--- config.mk ---
export PLATFORM = sky130hd
export DESIGN_NAME = contiguous_frame_allocator
export DESIGN_NICKNAME = d
export VERILOG_FILES = /design/src/rtl/core/cfa_pkg.sv /design/src/rtl/core/contiguous_frame_allocator.sv /design/src/rtl/core/cfa_ram.sv /design/src/rtl/core/cfa_datapath.sv /design/src/rtl/core/cfa_ctrl.sv
export SDC_FILE = /design/constraint.sdc
export NUM_CORES = 2
export LEC_CHECK = 0
export BUFFER_PORTS_ARGS = -buffer_cell sky130_fd_sc_hd__buf_2
export CORE_MARGIN = 2
export CORE_UTILIZATION = 30
export CTS_CLUSTER_DIAMETER = 200
export DETAILED_ROUTE_END_ITERATION = 8
export GPL_ROUTABILITY_DRIVEN = 0
export SLEW_MARGIN = 0
export SYNTH_ARGS = -nofsm -noshare
export SYNTH_HDL_FRONTEND = slang
export SYNTH_HIERARCHICAL = 1
export SYNTH_SLANG_ARGS = --single-unit
--- constraint.sdc ---
create_clock -name i_clk -period 8.45 [get_ports i_clk]
set_clock_uncertainty 0.1 [all_clocks]
set_input_delay 0.4225 -clock i_clk [delete_from_list [all_inputs] [get_ports i_clk]]
set_output_delay 0.4225 -clock i_clk [all_outputs]
set_load 0.005 [all_outputs]
--- src/rtl/core/cfa_pkg.sv ---
package cfa_pkg;

    localparam int POOL_FRAMES_DEF = 256;

    typedef enum logic [1:0] {
        FIT_NEXT  = 2'd0,
        FIT_BEST  = 2'd1,
        FIT_WORST = 2'd2,
        FIT_RSVD  = 2'd3
    } t_fit;

    typedef enum logic [1:0] {
        ST_PLACED    = 2'd0,
        ST_COMPACTED = 2'd1,
        ST_SKIPPED   = 2'd2,
        ST_REMOVED   = 2'd3
    } t_status;

    localparam logic CFG_FIT_POLICY = 1'b0;
    localparam logic CFG_MOVE_TIME  = 1'b1;
    localparam logic FUNC_PLACE     = 1'b0;
    localparam logic FUNC_REMOVE    = 1'b1;

    typedef struct packed {
        logic       func;
        logic [4:0] owner;
        logic [8:0] frame_count;
    } t_req;

    typedef struct packed {
        logic [1:0]  status;
        logic [7:0]  base_frame;
        logic [8:0]  frames_moved;
        logic [15:0] move_delay;
    } t_rsp;

    // Datapath sweep kinds
    typedef enum logic [2:0] {
        SW_CLEAR   = 3'd0,
        SW_REMOVE  = 3'd1,
        SW_SCAN    = 3'd2,
        SW_COMPACT = 3'd3,
        SW_FILL    = 3'd4
    } t_sweep;

    // Controller to datapath
    typedef struct packed {
        logic   start;
        t_sweep kind;
    } t_cmd;

    // Datapath to controller
    typedef struct packed {
        logic done;
        logic found;
        logic enough;
    } t_sts;

endpackage

--- src/rtl/core/contiguous_frame_allocator.sv ---
// Contiguous frame allocator. Handles one request at a time and stalls its
// input while busy. After reset the owner RAM is cleared by one pass during
// which the input stalls. A place request runs a scan pass (free count, best
// and worst holes and next-fit runs together), then a fill pass over the
// frames needed; when only compaction can make room, a compaction pass comes
// in between and the fill pass covers the rest of the pool. A remove runs one
// pass; a place request with owner zero or no frames is skipped without a
// pass. Every pass is a sweep of the single RAM, one frame per cycle.
module contiguous_frame_allocator #(
    parameter int POOL_FRAMES = cfa_pkg::POOL_FRAMES_DEF
) (
    input  logic          i_clk,
    input  logic          i_rst_n,
    input  logic          i_valid,
    output logic          o_stall,
    input  cfa_pkg::t_req i_req,
    output logic          o_valid,
    input  logic          i_stall,
    output cfa_pkg::t_rsp o_rsp,
    input  logic          i_cfg_valid,
    output logic          o_cfg_ready,
    input  logic          i_cfg_index,
    input  logic [7:0]    i_cfg_data
);
    import cfa_pkg::*;

    logic [1:0] r_fit;
    logic [7:0] r_move_time;
    t_cmd cmd;
    t_sts sts;
    t_req req;
    t_rsp rsp;

    assign o_cfg_ready = 1'b1;

    // Hold configuration registers
    always_ff @(posedge i_clk) begin
        if (!i_rst_n) begin
            r_fit       <= FIT_NEXT;
            r_move_time <= 8'd1;
        end else if (i_cfg_valid) begin
            if (i_cfg_index == CFG_FIT_POLICY) r_fit <= i_cfg_data[1:0];
            else r_move_time <= i_cfg_data;
        end
    end

    cfa_ctrl u_ctrl (
        .i_clk  (i_clk),
        .i_rst_n(i_rst_n),
        .i_valid(i_valid),
        .o_stall(o_stall),
        .i_req  (i_req),
        .o_req  (req),
        .o_cmd  (cmd),
        .i_sts  (sts),
        .i_rsp  (rsp),
        .o_valid(o_valid),
        .i_stall(i_stall),
        .o_rsp  (o_rsp)
    );

    cfa_datapath #(.POOL_FRAMES(POOL_FRAMES)) u_dp (
        .i_clk      (i_clk),
        .i_rst_n    (i_rst_n),
        .i_cmd      (cmd),
        .o_sts      (sts),
        .i_req      (req),
        .i_fit      (r_fit),
        .i_move_time(r_move_time),
        .o_rsp      (rsp)
    );
endmodule

--- src/rtl/core/cfa_ram.sv ---
module cfa_ram #(
    parameter int WIDTH = 5,
    parameter int DEPTH = 256
) (
    input  logic                     i_clk,
    input  logic                     i_we,
    input  logic [$clog2(DEPTH)-1:0] i_waddr,
    input  logic [WIDTH-1:0]         i_wdata,
    input  logic [$clog2(DEPTH)-1:0] i_raddr,
    output logic [WIDTH-1:0]         o_rdata
);
    logic [WIDTH-1:0] r_mem [DEPTH];
    logic [WIDTH-1:0] r_rdata;

    // Write port and registered read port
    always_ff @(posedge i_clk) begin
        if (i_we) begin
            r_mem[i_waddr] <= i_wdata;
        end
        r_rdata <= r_mem[i_raddr];
    end

    assign o_rdata = r_rdata;
endmodule

--- src/rtl/core/cfa_datapath.sv ---
module cfa_datapath #(
    parameter int POOL_FRAMES = cfa_pkg::POOL_FRAMES_DEF
) (
    input  logic          i_clk,
    input  logic          i_rst_n,
    input  cfa_pkg::t_cmd i_cmd,
    output cfa_pkg::t_sts o_sts,
    input  cfa_pkg::t_req i_req,
    input  logic [1:0]    i_fit,
    input  logic [7:0]    i_move_time,
    output cfa_pkg::t_rsp o_rsp
);
    import cfa_pkg::*;

    localparam int AW = $clog2(POOL_FRAMES);
    localparam int CW = AW + 1;
    localparam int XW = ((CW > 9) ? CW : 9) + 1;
    localparam int PW = XW + 8;
    localparam logic [XW-1:0] LAST = XW'(POOL_FRAMES - 1);
    localparam logic [XW-1:0] POOL = XW'(POOL_FRAMES);

    // Sweep engine: address issue, then read data in the next cycle
    t_sweep        r_kind;
    logic          r_busy;
    logic [XW-1:0] r_addr, r_end;
    logic          r_dv;
    logic [XW-1:0] r_daddr;
    logic [4:0]    rdata;
    logic          issue;
    logic          sweep_done;
    logic [XW-1:0] sw_lo, sw_hi;

    // Scan results
    logic [XW-1:0] r_free;
    logic [XW-1:0] r_run, r_run_at;
    logic          r_fit_found;
    logic [XW-1:0] r_best_len, r_best_at;
    logic [XW-1:0] r_nrun;
    logic          r_hi_found, r_lo_found;
    logic [XW-1:0] r_hi_at, r_lo_at;
    logic [XW-1:0] r_rove;

    // Compaction and fill
    logic          r_comp;
    logic [XW-1:0] r_dst, r_moved;
    logic [XW-1:0] r_fill_at, r_fill_end;

    logic [XW-1:0] need;
    logic          use_fit;
    logic          sel_found;
    logic [XW-1:0] sel_at;
    logic [XW-1:0] place_end;
    logic          data_free;
    logic [XW-1:0] run_len, run_at;
    logic          hole_close, hole_take;
    logic [XW-1:0] nrun_base, nrun_len;

    logic          we;
    logic [AW-1:0] waddr;
    logic [4:0]    wdata;

    assign need      = XW'(i_req.frame_count);
    assign use_fit   = (i_fit == FIT_BEST) || (i_fit == FIT_WORST);
    assign sel_found = use_fit ? r_fit_found : (r_hi_found || r_lo_found);
    assign sel_at    = use_fit ? r_best_at : (r_hi_found ? r_hi_at : r_lo_at);
    assign place_end = sel_at + need;
    assign data_free = (rdata == 5'd0);

    assign issue      = r_busy && (r_addr < r_end);
    assign sweep_done = r_busy && !issue && !r_dv;

    // Hole tracking for best and worst fit, no break at the rover
    assign run_len    = data_free ? r_run + XW'(1) : r_run;
    assign run_at     = (r_run == '0) ? r_daddr : r_run_at;
    assign hole_close = r_dv && ((!data_free && r_run != '0) || (data_free && r_daddr == LAST));
    assign hole_take  = hole_close && (run_len >= need) &&
                        (!r_fit_found ||
                         (i_fit == FIT_BEST  && run_len < r_best_len) ||
                         (i_fit == FIT_WORST && run_len > r_best_len));

    // Next-fit runs restart at the rover so none joins across the wrap
    assign nrun_base = (r_daddr == r_rove) ? '0 : r_nrun;
    assign nrun_len  = data_free ? nrun_base + XW'(1) : '0;

    cfa_ram #(.WIDTH(5), .DEPTH(POOL_FRAMES)) u_ram (
        .i_clk  (i_clk),
        .i_we   (we),
        .i_waddr(waddr),
        .i_wdata(wdata),
        .i_raddr(r_addr[AW-1:0]),
        .o_rdata(rdata)
    );

    // Pick sweep range
    always_comb begin
        sw_lo = '0;
        sw_hi = POOL;
        if (i_cmd.kind == SW_FILL) begin
            if (r_comp) begin
                sw_lo = r_dst;
            end else begin
                sw_lo = sel_at;
                sw_hi = place_end;
            end
        end
    end

    // Write control per sweep kind
    always_comb begin
        we    = 1'b0;
        waddr = r_daddr[AW-1:0];
        wdata = 5'd0;
        if (r_dv) begin
            case (r_kind)
                SW_CLEAR: we = 1'b1;
                SW_REMOVE: begin
                    we = (rdata == i_req.owner) && (i_req.owner != 5'd0);
                end
                SW_COMPACT: begin
                    if (!data_free && r_dst != r_daddr) begin
                        we    = 1'b1;
                        waddr = r_dst[AW-1:0];
                        wdata = rdata;
                    end
                end
                SW_FILL: begin
                    // owner over the block, free frames after it
                    we    = 1'b1;
                    wdata = (r_daddr < r_fill_end) ? i_req.owner : 5'd0;
                end
                default: ;
            endcase
        end
    end

    always_ff @(posedge i_clk) begin
        if (!i_rst_n) begin
            r_kind      <= SW_CLEAR;
            r_busy      <= 1'b0;
            r_addr      <= '0;
            r_end       <= '0;
            r_dv        <= 1'b0;
            r_daddr     <= '0;
            r_free      <= '0;
            r_run       <= '0;
            r_run_at    <= '0;
            r_fit_found <= 1'b0;
            r_best_len  <= '0;
            r_best_at   <= '0;
            r_nrun      <= '0;
            r_hi_found  <= 1'b0;
            r_lo_found  <= 1'b0;
            r_hi_at     <= '0;
            r_lo_at     <= '0;
            r_rove      <= '0;
            r_comp      <= 1'b0;
            r_dst       <= '0;
            r_moved     <= '0;
            r_fill_at   <= '0;
            r_fill_end  <= '0;
        end else begin
            // Advance the sweep
            if (i_cmd.start) begin
                r_busy <= 1'b1;
                r_kind <= i_cmd.kind;
                r_addr <= sw_lo;
                r_end  <= sw_hi;
            end else begin
                if (sweep_done) r_busy <= 1'b0;
                if (issue) r_addr <= r_addr + XW'(1);
            end
            r_dv    <= issue;
            r_daddr <= r_addr;

            // Count free frames and find holes in one pass
            if (i_cmd.start && i_cmd.kind == SW_SCAN) begin
                r_free      <= '0;
                r_run       <= '0;
                r_run_at    <= '0;
                r_fit_found <= 1'b0;
                r_best_len  <= '0;
                r_best_at   <= '0;
                r_nrun      <= '0;
                r_hi_found  <= 1'b0;
                r_lo_found  <= 1'b0;
                r_hi_at     <= '0;
                r_lo_at     <= '0;
            end else if (r_dv && r_kind == SW_SCAN) begin
                if (data_free) r_free <= r_free + XW'(1);
                r_run <= data_free ? run_len : '0;
                if (data_free && r_run == '0) r_run_at <= r_daddr;
                if (hole_take) begin
                    r_fit_found <= 1'b1;
                    r_best_len  <= run_len;
                    r_best_at   <= run_at;
                end
                r_nrun <= nrun_len;
                if (data_free && nrun_len == need) begin
                    if (r_daddr >= r_rove) begin
                        if (!r_hi_found) begin
                            r_hi_found <= 1'b1;
                            r_hi_at    <= r_daddr + XW'(1) - need;
                        end
                    end else if (!r_lo_found) begin
                        r_lo_found <= 1'b1;
                        r_lo_at    <= r_daddr + XW'(1) - need;
                    end
                end
            end

            // Mark a compacted request
            if (i_cmd.start) begin
                if (i_cmd.kind == SW_SCAN) r_comp <= 1'b0;
                else if (i_cmd.kind == SW_COMPACT) r_comp <= 1'b1;
            end

            // Slide occupied frames down, counting each frame that moves
            if (i_cmd.start && i_cmd.kind == SW_COMPACT) begin
                r_dst   <= '0;
                r_moved <= '0;
            end else if (r_dv && r_kind == SW_COMPACT && !data_free) begin
                r_dst <= r_dst + XW'(1);
                if (r_dst != r_daddr) r_moved <= r_moved + XW'(1);
            end

            // Latch the block and move the rover after a direct next-fit placement
            if (i_cmd.start && i_cmd.kind == SW_FILL) begin
                r_fill_at  <= sw_lo;
                r_fill_end <= sw_lo + need;
                if (!r_comp && !use_fit) r_rove <= (place_end >= POOL) ? '0 : place_end;
            end
        end
    end

    assign o_sts.done   = sweep_done;
    assign o_sts.found  = sel_found;
    assign o_sts.enough = (r_free >= need);

    // Result fields
    logic [PW-1:0] prod;
    assign prod = PW'(r_moved) * PW'(i_move_time);
    always_comb begin
        o_rsp              = '0;
        o_rsp.status       = r_comp ? ST_COMPACTED : ST_PLACED;
        o_rsp.base_frame   = r_fill_at[7:0];
        o_rsp.frames_moved = (r_moved > XW'(511)) ? 9'h1FF : r_moved[8:0];
        o_rsp.move_delay   = (prod > PW'(16'hFFFF)) ? 16'hFFFF : prod[15:0];
    end
endmodule

--- src/rtl/core/cfa_ctrl.sv ---
module cfa_ctrl (
    input  logic          i_clk,
    input  logic          i_rst_n,
    input  logic          i_valid,
    output logic          o_stall,
    input  cfa_pkg::t_req i_req,
    output cfa_pkg::t_req o_req,
    output cfa_pkg::t_cmd o_cmd,
    input  cfa_pkg::t_sts i_sts,
    input  cfa_pkg::t_rsp i_rsp,
    output logic          o_valid,
    input  logic          i_stall,
    output cfa_pkg::t_rsp o_rsp
);
    import cfa_pkg::*;

    typedef enum logic [6:0] {
        S_INIT    = 7'b000_0001,
        S_IDLE    = 7'b000_0010,
        S_REMOVE  = 7'b000_0100,
        S_SCAN    = 7'b000_1000,
        S_COMPACT = 7'b001_0000,
        S_FILL    = 7'b010_0000,
        S_OUT     = 7'b100_0000
    } t_state;

    t_state  r_state, n_state;
    t_req    r_req;
    t_rsp    r_out, out_w;
    logic    r_ovalid;
    logic    r_first;
    logic    take;
    logic    enter;
    t_status r_st;

    assign o_req   = r_req;
    assign o_valid = r_ovalid;
    assign o_rsp   = r_out;
    assign o_stall = (r_state != S_IDLE) || (r_ovalid && i_stall);
    assign take    = i_valid && !o_stall;

    // Issue sweep start in the first cycle of each sweep state
    always_comb begin
        o_cmd.start = r_first;
        case (r_state)
            S_INIT:    o_cmd.kind = SW_CLEAR;
            S_REMOVE:  o_cmd.kind = SW_REMOVE;
            S_COMPACT: o_cmd.kind = SW_COMPACT;
            S_FILL:    o_cmd.kind = SW_FILL;
            default:   o_cmd.kind = SW_SCAN;
        endcase
    end

    // Advance through sweeps
    always_comb begin
        n_state = r_state;
        case (r_state)
            S_INIT: if (i_sts.done) n_state = S_IDLE;
            S_IDLE: begin
                if (take) begin
                    if (i_req.func == FUNC_REMOVE) n_state = S_REMOVE;
                    else if (i_req.owner == 5'd0 || i_req.frame_count == 9'd0)
                        n_state = S_OUT;
                    else n_state = S_SCAN;
                end
            end
            S_REMOVE: if (i_sts.done) n_state = S_OUT;
            S_SCAN: begin
                if (i_sts.done) begin
                    if (i_sts.found) n_state = S_FILL;
                    else if (i_sts.enough) n_state = S_COMPACT;
                    else n_state = S_OUT;
                end
            end
            S_COMPACT: if (i_sts.done) n_state = S_FILL;
            S_FILL: if (i_sts.done) n_state = S_OUT;
            S_OUT: n_state = S_IDLE;
            default: n_state = S_IDLE;
        endcase
    end

    assign enter = (n_state != r_state) &&
                   (n_state inside {S_REMOVE, S_SCAN, S_COMPACT, S_FILL});

    // Build the response transaction
    always_comb begin
        out_w        = '0;
        out_w.status = r_st;
        if (r_st inside {ST_PLACED, ST_COMPACTED}) out_w.base_frame = i_rsp.base_frame;
        if (r_st == ST_COMPACTED) begin
            out_w.frames_moved = i_rsp.frames_moved;
            out_w.move_delay   = i_rsp.move_delay;
        end
    end

    always_ff @(posedge i_clk) begin
        if (!i_rst_n) begin
            r_state  <= S_INIT;
            r_first  <= 1'b1;
            r_ovalid <= 1'b0;
            r_st     <= ST_SKIPPED;
            r_req    <= '0;
            r_out    <= '0;
        end else begin
            r_state <= n_state;
            r_first <= enter;
            if (take) r_req <= i_req;

            // Track the outcome of the request
            if (take)
                r_st <= (i_req.func == FUNC_REMOVE) ? ST_REMOVED : ST_SKIPPED;
            else if (r_state == S_SCAN && i_sts.done && i_sts.found)
                r_st <= ST_PLACED;
            else if (r_state == S_COMPACT && i_sts.done)
                r_st <= ST_COMPACTED;

            // Load the output register, drop it once taken
            if (r_state == S_OUT) begin
                r_ovalid <= 1'b1;
                r_out    <= out_w;
            end else if (r_ovalid && !i_stall) begin
                r_ovalid <= 1'b0;
            end
        end
    end
endmodule
==> results.json <==
{
  "power_density_mw_per_mm2": 217,
  "number_of_clock_buffers_inserted_by_tritoncts": 160,
  "dieWidth_um": 475,
  "track_usage_pct": 15.0,
  "worst-r2r-setup-slack_ns": 2.52,
  "final-setup-viol-count": 0,
  "post_cts_resize_count": 0,
  "maxCapViolations": 0,
  "worst_slew_pin_slew_ns": 1.39,
  "vias_in_the_first_global_route": 38600,
  "post-layout-total-power_w": 0.0164,
  "buffer_ports.inserted": 65,
  "worst_min_path_class": "primary input to flop",
  "slew_headroom_pct": 6.18,
  "postSynthCellCount": 4443,
  "antenna_violations_before_repair": 5,
  "cellLeakagePower_nw": 21.3,
  "hold_path.startpoint": "i_valid",
  "core_mm2": 0.220,
  "io_pins": 67,
  "worst-endpoint-arrival_ns": 6.51,
  "setup.worst_path.class": "flop to flop",
  "floorplan.rows": 172,
  "report.final.slew_viol_count": 0,
  "wl_met1_um": 73100,
  "drive_gt1_share_pct": 15.9,
  "vdd_drop_max_mv": 0.237,
  "detail-route-antenna-nets": 0,
  "outcome": "completed",
  "avgViaCountPerCell": 5.12,
  "fin_crit_sh_pct": 70.2,
  "clockBufferDepth": 3,
  "area_enclosed_by_the_die_boundary_mm2": 0.225,
  "dr.pass1.iters": 5,
  "timing.setup.tns_ns": 0,
  "clock_latency_ns": 0.81,
  "finish.utilization_pct": 34.4,
  "finish.net_count": 4738,
  "timing.rr.start": "u_dp/r_moved[3]",
  "worstHoldEndpoint": "u_ctrl/r_state[5]",
  "met3RoutedLength_um": 14800,
  "unrepaired_setup_endpoints_after_global_routing": "false",
  "critical_path.reg2reg.endpoint": "u_ctrl/o_rsp[10]",
  "largest_register": "u_dp/u_ram/r_mem",
  "worstRegToRegCells": 18,
  "h-tree-depth": 4,
  "maximum_number_of_pins_on_one_net_before_global_route_repair": 181,
  "largest_register_ff_count": 1280,
  "cell_area_after_synthesis_mm2": 0.0664,
  "dpl_cell_area_mm2": 0.0699,
  "setup_slack_ns": 2.52,
  "route.met2.wl_um": 80200,
  "timing.critical_path.fanout_max": 16,
  "top_signal_layer_used": "met5",
  "fmax_mhz": 169,
  "drc_errors": 0,
  "whs_path_depth": 4,
  "root_buffer_master": "clkbuf_16",
  "floorplan.initialDensity_pct": 30.2,
  "detail_route.wirelength_um": 172000,
  "dpl.hpwl_um": 110000,
  "wire_length_of_the_first_global_routing_pass_um": 254000,
  "clkTransAtPathRegs_ns": 0.06,
  "wl_per_cell_um": 22.7,
  "critical_path_required_ns": 9.03,
  "design_area_final_mm2": 0.0756,
  "clk_sink_count": 1522,
  "setup.worst_path.start_class": "flop",
  "grt_overflow_total": 0,
  "dpl_worst_slack_ns": 2.55,
  "n_fill_cell": 21000,
  "flow.area_growth_from_synthesis_pct": 13.8,
  "synth_nets": 4662,
  "finalWorstPathRequiredPeriod_ns": 5.93,
  "via_count": 38900,
  "initialDrtViolationCount": 3836,
  "die_h_um": 475,
  "syn-mean-instance-area_um2": 14.9,
  "cp_endpoint_kind": "flop",
  "hold_viol_final": 0,
  "number_of_warnings_printed_during_yosys_synthesis": 6,
  "clock_tree_from_tritoncts": "done"
}
## cell type report
cell class	instances	area, um^2	area share (%)
well taps	2958	3700	4.90
flip-flops and latches	1522	43300	57.3
inverters	152	571	0.755
repair buffers	170	1260	1.66
multi-input cells	2513	21400	28.3
diodes	5	12.5	0.0166
clock buffers	211	4360	5.77
clock inverters	81	983	1.30
## critical path: stages (launching register included)
cell and delay, ns:
dfxtp_1 0.63, nand2_1 0.17, fa_1 0.52, fa_1 0.50
inv_1 0.06, fa_1 0.53, inv_1 0.05, fa_1 0.53
inv_1 0.04, ha_1 0.35, a21o_1 0.24, a221oi_2 0.39
a211oi_1 0.17, o41ai_2 0.38, a31oi_1 0.22, o311ai_4 0.59
nand2_1 0.14, nand3_1 0.11, a21boi_1 0.08
## metal layers
metal | vias up | track usage [%]
met2 | 1672 | 23.8
met3 | 251 | 3.23
met4 | 2 | 4.52
met1 | 19900 | 20.6
li1 | 17100 | -
met5 | - | 0
## cell usage in the layout (no fill, tap or decap), types with 37 or more instances in the layout
cell type     n
mux4_2      289
nor2_1      448
fa_1         51
nand3_1     112
inv_1       149
edfxtp_1   1280
nand2_1     252
a21boi_1     48
xnor2_1      48
a21oi_1     127
nor3_1       40
clkbuf_16   165
dfxtp_1     237
nand4_1      49
mux2i_1     142
buf_4        68
clkbuf_1     39
a22oi_1      71
buf_2        65
xor2_1       42
and2_1       91
o21ai_0      80
o22ai_1      37
ha_1        139
nor2b_1      39
## power breakdown
group          total, W  switching, W  internal, W  leakage, nW
logic           0.00117      0.000751     0.000414         7.94
registers       0.00814     0.0000885      0.00805         10.8
clock network   0.00708       0.00300      0.00408         2.59
## worst max path at each step
stage,endpoint,start,cells past startpoint
global placement,u_ctrl/o_rsp[8],u_dp/r_moved[3],18
global route,u_ctrl/o_rsp[11],u_dp/r_moved[3],18
CTS,u_ctrl/o_rsp[10],u_dp/r_moved[3],18
finish,u_ctrl/o_rsp[10],u_dp/r_moved[3],18
detailed placement,u_ctrl/o_rsp[10],u_dp/r_moved[3],18
floorplan,u_dp/u_ram/r_mem[0][0],u_dp/r_daddr[1],8
## through the flow
stage / cells / hold WS (ns)
3_5_place_dp: 7283 / 0.342
4_1_cts: 7607 / 0.166
5_1_grt: 7612 / 0.257
6_report: 7612 / 0.228
2_1_floorplan: 4443 / 0.332
3_3_place_gp: 7283 / 0.337
## repair_timing
action / 4_1_cts / 5_1_grt
endpoints found under the hold margin: 31 / 0
setup buffers: 0 / 0
hold buffers: 32 / 0
(Power assumes the default switching activity.)
